## src/sv/tlbpt_pkg.sv

```systemverilog
// ----------------------------------------------------------------------------
// tlbpt_pkg
// Shared types and constants for the page translation core: field widths,
// the sequencer state type and the tlb lookup result.
// ----------------------------------------------------------------------------
package tlbpt_pkg;

    // fixed field widths
    localparam int unsigned PAGE_W  = 8;
    localparam int unsigned FRAME_W = 8;
    localparam int unsigned CNT_W   = 32;

    // number of distinct page numbers on the input
    localparam int unsigned PAGE_SPAN = 1 << PAGE_W;

    // item kinds
    localparam logic KIND_LOOKUP  = 1'b0;
    localparam logic KIND_INSTALL = 1'b1;

    // sequencer states
    typedef enum logic {
        ST_IDLE,
        ST_RESOLVE
    } seq_state_t;

    // tlb associative lookup result
    typedef struct packed {
        logic               hit;
        logic [FRAME_W-1:0] frame;
    } cam_result_t;

endpackage

```

## src/sv/tlb_page_table_translate_core.sv

```systemverilog
// ----------------------------------------------------------------------------
// tlb_page_table_translate_core
// Page to frame translation through a fifo-replaced tlb backed by a direct
// page table held in a synchronous memory, with hit and fault counters.
// ----------------------------------------------------------------------------
// Usage:
//   Input channel (in_valid / in_stall) carries kind, page and frame. A
//   lookup (kind 0) searches the tlb, then the page table on a tlb miss. An
//   install (kind 1) writes the page table entry and the tlb slot at the
//   fifo pointer.
//   Output channel (out_valid / out_stall) returns one result per transfer:
//   tlb_hit, fault, frame_out and the running hit and fault counts.
//   An accepted item has its tlb tag compare and page table read registered
//   at the accepting edge and is resolved in the following cycle, in the
//   resolve state; in_stall is high there, so no new item is taken until
//   the resolved result moves on to the output register.
//   The result sits in an output register, so the next item is taken while
//   a finished result still waits. When the receiver stalls with a result
//   pending, the next result is held in the resolve state and in_stall stays
//   high until the output register frees up.
//   Reset clears the tlb, the page table valid bits, the fifo pointer and
//   both counters at once; no clearing pass is needed.
// ----------------------------------------------------------------------------
module tlb_page_table_translate_core #(
    parameter int PAGE_COUNT  = 256,
    parameter int TLB_ENTRIES = 16,
    parameter int FRAME_COUNT = 256
) (
    input  logic                          clk,
    input  logic                          rst_n,
    input  logic                          in_valid,
    output logic                          in_stall,
    input  logic                          kind,
    input  logic [tlbpt_pkg::PAGE_W-1:0]  page,
    input  logic [tlbpt_pkg::FRAME_W-1:0] frame,
    output logic                          out_valid,
    input  logic                          out_stall,
    output logic                          tlb_hit,
    output logic                          fault,
    output logic [tlbpt_pkg::FRAME_W-1:0] frame_out,
    output logic [tlbpt_pkg::CNT_W-1:0]   hits_so_far,
    output logic [tlbpt_pkg::CNT_W-1:0]   faults_so_far
);
    import tlbpt_pkg::*;

    // only the first PAGE_SPAN entries can ever be addressed
    localparam int PT_DEPTH = (PAGE_COUNT < PAGE_SPAN) ? PAGE_COUNT : PAGE_SPAN;
    localparam int PT_AW    = $clog2(PT_DEPTH);

    // page index and frame reduction tables, built at elaboration
    logic [PT_AW-1:0]   pidx_lut  [PAGE_SPAN];
    logic [FRAME_W-1:0] frame_lut [PAGE_SPAN];

    for (genvar gi = 0; gi < PAGE_SPAN; gi++)
    begin : g_lut
        localparam int unsigned PIDX = gi % PAGE_COUNT;
        localparam int unsigned FRED = gi % FRAME_COUNT;
        assign pidx_lut[gi]  = PT_AW'(PIDX);
        assign frame_lut[gi] = FRAME_W'(FRED);
    end

    seq_state_t state_reg;
    seq_state_t state_next;

    logic in_xfer;
    logic out_free;
    logic resolve_done;

    logic [PT_AW-1:0]   pidx;
    logic [FRAME_W-1:0] frame_red;
    logic               install;

    // page table storage: frame memory plus valid flops
    logic [FRAME_W-1:0]  pt_mem [PT_DEPTH];
    logic [PT_DEPTH-1:0] pt_vld_reg;
    logic [FRAME_W-1:0]  rd_frame_reg;
    logic                rd_vld_reg;

    // item captured at the accepting edge
    logic        kind_reg;
    cam_result_t cam_res;
    cam_result_t cam_res_reg;

    // resolved result
    logic               res_hit;
    logic               res_fault;
    logic [FRAME_W-1:0] res_frame;

    logic [CNT_W-1:0] hit_cnt_reg;
    logic [CNT_W-1:0] hit_cnt_next;
    logic [CNT_W-1:0] flt_cnt_reg;
    logic [CNT_W-1:0] flt_cnt_next;

    logic               out_valid_reg;
    logic               out_hit_reg;
    logic               out_fault_reg;
    logic [FRAME_W-1:0] out_frame_reg;

    assign in_xfer   = in_valid && !in_stall;
    assign out_free  = !out_valid_reg || !out_stall;
    assign pidx      = pidx_lut[page];
    assign frame_red = frame_lut[frame];
    assign install   = in_xfer && (kind == KIND_INSTALL);

    // tlb
    tlbpt_cam #(
        .TLB_ENTRIES (TLB_ENTRIES)
    ) u_cam (
        .clk      (clk),
        .rst_n    (rst_n),
        .wr_en    (install),
        .wr_page  (page),
        .wr_frame (frame_red),
        .lk_page  (page),
        .result   (cam_res)
    );

    // sequencer next state
    always_comb
    begin
        state_next = state_reg;
        unique case (state_reg)
            ST_IDLE:
            begin
                if (in_valid)
                begin
                    state_next = ST_RESOLVE;
                end
            end
            ST_RESOLVE:
            begin
                if (out_free)
                begin
                    state_next = ST_IDLE;
                end
            end
            default:
            begin
                state_next = ST_IDLE;
            end
        endcase
    end

    // sequencer outputs
    always_comb
    begin
        in_stall     = 1'b1;
        resolve_done = 1'b0;
        unique case (state_reg)
            ST_IDLE:
            begin
                in_stall = 1'b0;
            end
            ST_RESOLVE:
            begin
                resolve_done = out_free;
            end
            default:
            begin
                in_stall = 1'b1;
            end
        endcase
    end

    always_ff @(posedge clk or negedge rst_n)
    begin
        if (!rst_n)
        begin
            state_reg <= ST_IDLE;
        end
        else
        begin
            state_reg <= state_next;
        end
    end

    // page table memory: write on install, registered read on every transfer
    always_ff @(posedge clk)
    begin
        if (install)
        begin
            pt_mem[pidx] <= frame_red;
        end
        if (in_xfer)
        begin
            rd_frame_reg <= pt_mem[pidx];
        end
    end

    // page table valid bits and read-side valid
    always_ff @(posedge clk or negedge rst_n)
    begin
        if (!rst_n)
        begin
            pt_vld_reg <= '0;
            rd_vld_reg <= 1'b0;
        end
        else if (in_xfer)
        begin
            rd_vld_reg <= pt_vld_reg[pidx];
            if (kind == KIND_INSTALL)
            begin
                pt_vld_reg[pidx] <= 1'b1;
            end
        end
    end

    // item capture
    always_ff @(posedge clk)
    begin
        if (in_xfer)
        begin
            kind_reg    <= kind;
            cam_res_reg <= cam_res;
        end
    end

    // resolve hit, fault and frame
    always_comb
    begin
        res_hit   = 1'b0;
        res_fault = 1'b0;
        res_frame = '0;
        if (kind_reg == KIND_LOOKUP)
        begin
            if (cam_res_reg.hit)
            begin
                res_hit   = 1'b1;
                res_frame = cam_res_reg.frame;
            end
            else if (rd_vld_reg)
            begin
                res_frame = rd_frame_reg;
            end
            else
            begin
                res_fault = 1'b1;
            end
        end
    end

    assign hit_cnt_next = hit_cnt_reg + CNT_W'(res_hit);
    assign flt_cnt_next = flt_cnt_reg + CNT_W'(res_fault);

    // counters and output register
    always_ff @(posedge clk or negedge rst_n)
    begin
        if (!rst_n)
        begin
            hit_cnt_reg   <= '0;
            flt_cnt_reg   <= '0;
            out_valid_reg <= 1'b0;
        end
        else
        begin
            if (resolve_done)
            begin
                hit_cnt_reg   <= hit_cnt_next;
                flt_cnt_reg   <= flt_cnt_next;
                out_valid_reg <= 1'b1;
            end
            else if (!out_stall)
            begin
                out_valid_reg <= 1'b0;
            end
        end
    end

    always_ff @(posedge clk)
    begin
        if (resolve_done)
        begin
            out_hit_reg   <= res_hit;
            out_fault_reg <= res_fault;
            out_frame_reg <= res_frame;
        end
    end

    assign out_valid     = out_valid_reg;
    assign tlb_hit       = out_hit_reg;
    assign fault         = out_fault_reg;
    assign frame_out     = out_frame_reg;
    assign hits_so_far   = hit_cnt_reg;
    assign faults_so_far = flt_cnt_reg;

    // an accepted item always moves the sequencer out of idle
    a_accept_busy: assert property (@(posedge clk) disable iff (!rst_n)
        in_xfer |=> (state_reg == ST_RESOLVE))
        else $error("accepted item did not enter resolve");

    // a resolved item is always presented on the next cycle
    a_resolve_out: assert property (@(posedge clk) disable iff (!rst_n)
        resolve_done |=> out_valid_reg)
        else $error("resolved item not presented");

    // a fault never reports a hit or a frame
    a_fault_clean: assert property (@(posedge clk) disable iff (!rst_n)
        (out_valid_reg && out_fault_reg) |-> (!out_hit_reg && (out_frame_reg == '0)))
        else $error("fault result carries hit or frame");

    // the hit count moves only on a resolved hit
    a_hit_count: assert property (@(posedge clk) disable iff (!rst_n)
        !(resolve_done && res_hit) |=> $stable(hit_cnt_reg))
        else $error("hit count changed without a hit");

endmodule

```

## src/sv/tlbpt_cam.sv

```systemverilog
// ----------------------------------------------------------------------------
// tlbpt_cam
// Fully associative tlb with fifo replacement. Compares a page against all
// valid entries in parallel, lowest matching slot wins. A write fills the
// slot at the fifo pointer and advances the pointer.
// ----------------------------------------------------------------------------
module tlbpt_cam #(
    parameter int TLB_ENTRIES = 16
) (
    input  logic                          clk,
    input  logic                          rst_n,
    input  logic                          wr_en,
    input  logic [tlbpt_pkg::PAGE_W-1:0]  wr_page,
    input  logic [tlbpt_pkg::FRAME_W-1:0] wr_frame,
    input  logic [tlbpt_pkg::PAGE_W-1:0]  lk_page,
    output tlbpt_pkg::cam_result_t        result
);
    import tlbpt_pkg::*;

    localparam int SLOT_W = (TLB_ENTRIES > 1) ? $clog2(TLB_ENTRIES) : 1;
    localparam logic [SLOT_W-1:0] LAST_SLOT = SLOT_W'(TLB_ENTRIES - 1);

    logic [PAGE_W-1:0]  tag_reg   [TLB_ENTRIES];
    logic [FRAME_W-1:0] frame_reg [TLB_ENTRIES];
    logic [TLB_ENTRIES-1:0] vld_reg;
    logic [SLOT_W-1:0]  slot_reg;
    logic [SLOT_W-1:0]  slot_next;

    // fifo pointer advance with wrap
    always_comb
    begin
        if (slot_reg == LAST_SLOT)
        begin
            slot_next = '0;
        end
        else
        begin
            slot_next = slot_reg + SLOT_W'(1);
        end
    end

    // entry fill and pointer update
    always_ff @(posedge clk or negedge rst_n)
    begin
        if (!rst_n)
        begin
            slot_reg <= '0;
            vld_reg  <= '0;
            for (int i = 0; i < TLB_ENTRIES; i++)
            begin
                tag_reg[i]   <= '0;
                frame_reg[i] <= '0;
            end
        end
        else if (wr_en)
        begin
            tag_reg[slot_reg]   <= wr_page;
            frame_reg[slot_reg] <= wr_frame;
            vld_reg[slot_reg]   <= 1'b1;
            slot_reg            <= slot_next;
        end
    end

    // parallel compare, lowest matching slot takes priority
    always_comb
    begin
        result = '0;
        for (int i = TLB_ENTRIES - 1; i >= 0; i--)
        begin
            if (vld_reg[i] && (tag_reg[i] == lk_page))
            begin
                result.hit   = 1'b1;
                result.frame = frame_reg[i];
            end
        end
    end

endmodule

```

## config.mk

```make
export PLATFORM = sky130hd
export DESIGN_NAME = tlb_page_table_translate_core
export DESIGN_NICKNAME = d
export VERILOG_FILES = /design/src/sv/tlbpt_pkg.sv /design/src/sv/tlb_page_table_translate_core.sv /design/src/sv/tlbpt_cam.sv
export SDC_FILE = /design/constraint.sdc
export NUM_CORES = 2
export LEC_CHECK = 0
export BUFFER_PORTS_ARGS = -buffer_cell sky130_fd_sc_hd__clkbuf_2
export CORE_MARGIN = 1.5
export CORE_UTILIZATION = 50
export DETAILED_ROUTE_END_ITERATION = 8
export PLACE_DENSITY = 0.65
export SLEW_MARGIN = 25
export SYNTH_ARGS = -nofsm -noshare
export SYNTH_HDL_FRONTEND = slang
export SYNTH_SLANG_ARGS = --single-unit
export TNS_END_PERCENT = 5
```

## constraint.sdc

```tcl
create_clock -name clk -period 3.6 [get_ports clk]
set_clock_uncertainty 0.05 [all_clocks]
set_input_delay 0.18 -clock clk [delete_from_list [all_inputs] [get_ports clk]]
set_output_delay 0.18 -clock clk [all_outputs]
set_load 0.01 [all_outputs]
```

==> results.yml <==
worst_setup_path:
  cp.depth: 12
  critPathCapture: "rd_vld_reg"
  cp_max_fo: 30
  worst-path-buf-inv: 6
  reg2reg_to: "pt_mem[209][1]"
  criticalPathCategory: "primary input to flop"
  r2r_cells: 5
  cp_top_family: "buffers and inverters"
  crit_path_max_incr_delay_ns: 0.81
  cp_slowest_cell: "nor4_1"
  critPathLaunch: "page[0]"
  path_cells: "dlygate4sd3_1 -> buf_8 -> buf_12 -> buf_12 -> buf_4 -> mux4_2 -> mux4_2 -> a22oi_1 -> buf_4 -> a21oi_1 -> nor4_1 -> nor2_1"
  rrSetupSlack_ns: 0.24
  end_kind: "flop"
  reg2reg_from: "state_reg"
  required_ns: 4.32
  startpoint_type: "primary input"
  arrival_ns: 4.28
logic_synthesis:
  syn-cell-area_sq_um: 106100
  yosys_warnings: 0
  synth_cell_types: 67
  syn_nets: 5441
  synth_edf_count: 2076
  ys_ff_latch: 2675
  async_reset_ff_share_pct: 22.39
  avgSynthCellArea_sq_um: 19.61
  synth_flop_cell: "edfxtp_1"
  yosysSeqAreaShare_pct: 72.87
  syn_inst: 5412
sta:
  rsz0062_at_grt: "false"
  timing.hold.ws_ns: 0.06870
  tightest_slew_ns: 1.099
  post-route-period-util_pct: 98.88
  setup_viol_count_final: 0
  finalHoldViolCount: 0
  min_period_ns: 3.560
  clock.fmax_mhz: 280.9
  drv_slew: 0
  max_slew_margin_pct: 26.72
drt:
  drt_iter0_drc: 6057
  drc: 0
  wire_per_inst_um: 29.17
  finalWirelength_mm: 265.9
  vias_per_cell: 6.028
  first_pass_iters: 6
  num_vias: 54950
  antenna_left: 0
clock_network:
  clock_sinks: 2675
  cts_max_level: 5
  worstSkewPairLatency_ns: 0.94
  ctsResizeCount: 0
  clockBufferDepth: 4
  postCtsHoldBufs: 25
  cts_tree: "done"
  cts_made_buffers: 293
  path_clk_slew_ns: 0.06
  postCtsSetupRepairBufs: 0
  ctsRootBufferMaster: "clkbuf_16"
die:
  initial_core_util_pct: 50.49
  row_count: 168
  dieArea_sq_um: 215000
  boundaryPins: 97
  core_sq_um: 210200
  die_w_um: 463.7
  die_h_um: 463.7
power:
  p_sw_share_pct: 22.18
  pwr-share-seq_pct: 50.6
  p_int_w: 0.05502
  power.share.combinational_pct: 8.1
  p_leak_nw: 44.69
  clockPowerShare_pct: 41.2
  power_density_nw_per_um2: 572.5
  irDropWorstVdd_v: 0.0005439
  p_sw_w: 0.01568
place:
  gp_congestion: 0.8480
  numPortBuffers: 96
  hpwlAfterDp_mm: 165.8
cells_and_area:
  area_growth_pct: 16.37
  drive_gt1_share_pct: 36.59
  fin_nets: 6122
  largest_reg_flops: 2048
  final_util_pct: 58.75
global_routing:
  grt_pass1_wl_mm: 390.5
  grt_antenna_before_repair: 10
  track_usage_pct: 24.90
  grt_overflow: 0
  grt_start_max_net_pins: 143
  grt_pass1_vias: 55740
min_path:
  min_path_type: "primary input to flop"
flow_run:
  cap_violations: 0
status:
  outcome: "finished clean"
synthesized netlist by cell type, types with 9 or more instances:
cell / count / share of area [%]
buf_1: 14 / 0.050
nand2_1: 160 / 0.57
a221oi_1: 13 / 0.11
nor4_1: 9 / 0.053
a31oi_1: 10 / 0.059
buf_2: 95 / 0.45
mux2_2: 236 / 2.5
buf_4: 35 / 0.25
and2_1: 11 / 0.065
nand4_1: 37 / 0.22
nand3_1: 74 / 0.35
nor2_1: 329 / 1.2
clkbuf_1: 139 / 0.49
and3_1: 22 / 0.13
nand2b_1: 23 / 0.14
inv_1: 29 / 0.10
xnor2_1: 141 / 1.2
a22oi_1: 53 / 0.37
a21oi_1: 26 / 0.12
mux4_2: 703 / 15
dfrtp_1: 599 / 14
or2_2: 273 / 1.6
edfxtp_1: 2076 / 59
a22o_1: 10 / 0.083
buf_6: 19 / 0.20
nor3_1: 31 / 0.15
mux2i_1: 17 / 0.16
xor2_1: 48 / 0.40
nor2b_1: 16 / 0.094
o21ai_0: 42 / 0.20
o221ai_1: 10 / 0.083
or3_1: 10 / 0.059
worst reg2reg max path, delay by kind of cell, from the launching register on:
kind / cells / cell delay, ns
flops: 1 / 0.42
simple gates: 5 / 2.49
cell type report:
class / count / area [sq um]
fill: 15390 / 86700
multi-input combinational: 2405 / 27220
inverter: 30 / 120.1
clock buffer: 399 / 8074
tap: 2805 / 3510
sequential: 2675 / 77330
clock inverter: 111 / 1200
timing repair buffer: 688 / 6033
antenna: 3 / 7.507
layer usage:
layer  track usage [%]  part of all wire (%)
met1             36.26                    42
met2             38.70                    48
met3             5.051                   8.2
met4             6.602                   2.5
met5                 0                 0.020
power by group through the flow:
stage | Combinational (W) | Clock [W] | Sequential, W
after floorplan | 0.00363 | 0 | 0.0361
after global placement | 0.00563 | 0 | 0.0363
after detailed placement | 0.00575 | 0 | 0.0364
after CTS | 0.00581 | 0.0296 | 0.0358
after global routing | 0.00622 | 0.0309 | 0.0359
final | 0.00575 | 0.0292 | 0.0358
cells by family after synthesis:
kind of cell,count (synthesis),share of synthesized area [%]
compound gates,227,1.526
xor+xnor,189,1.560
fa+ha+maj,8,0.09433
buf+inv,332,1.545
flops,2675,72.87
mux,956,17.58
simple gates,1025,4.823
worst min path at each step:
stage | startpoint | end | depth (start not counted)
floorplan | rst_n | faults_so_far[0] | 0
CTS | kind | kind_reg | 2
detailed placement | rst_n | pt_vld_reg[217] | 1
global placement | rst_n | pt_vld_reg[216] | 1
global route | kind | kind_reg | 2
finish | kind | kind_reg | 2
through the flow:
step | setup TNS, ns | cells | cell area (sq um) | worst slack [ns] | power (W)
3_3_place_gp | -0.3001 | 8577 | 113900 | -0.2489 | 0.04195
5_1_grt | 0 | 9114 | 123500 | 0.03728 | 0.07301
6_report | 0 | 9116 | 123500 | 0.04040 | 0.07070
3_5_place_dp | -0.2310 | 8577 | 113900 | -0.2310 | 0.04214
2_1_floorplan | 0 | 5412 | 106100 | 0.4143 | 0.03976
4_1_cts | 0 | 9112 | 123500 | 0.1494 | 0.07123
cell usage in the layout, fill, tap and decap left out, types with 30 or more instances in the layout:
cell       count
xor2_1        48
edfxtp_1    2076
nand2_1      144
o21ai_0       42
clkbuf_2      79
buf_12        72
clkinv_1      30
nand3_1       74
or2_2        273
buf_4        498
clkbuf_1      75
clkinv_2      40
nor2_1       325
a22oi_1       53
clkbuf_16    296
xnor2_1      141
mux2_2       236
mux4_2       703
nor3_1        31
dfrtp_1      599
nand4_1       37
(Power assumes the default switching activity.)
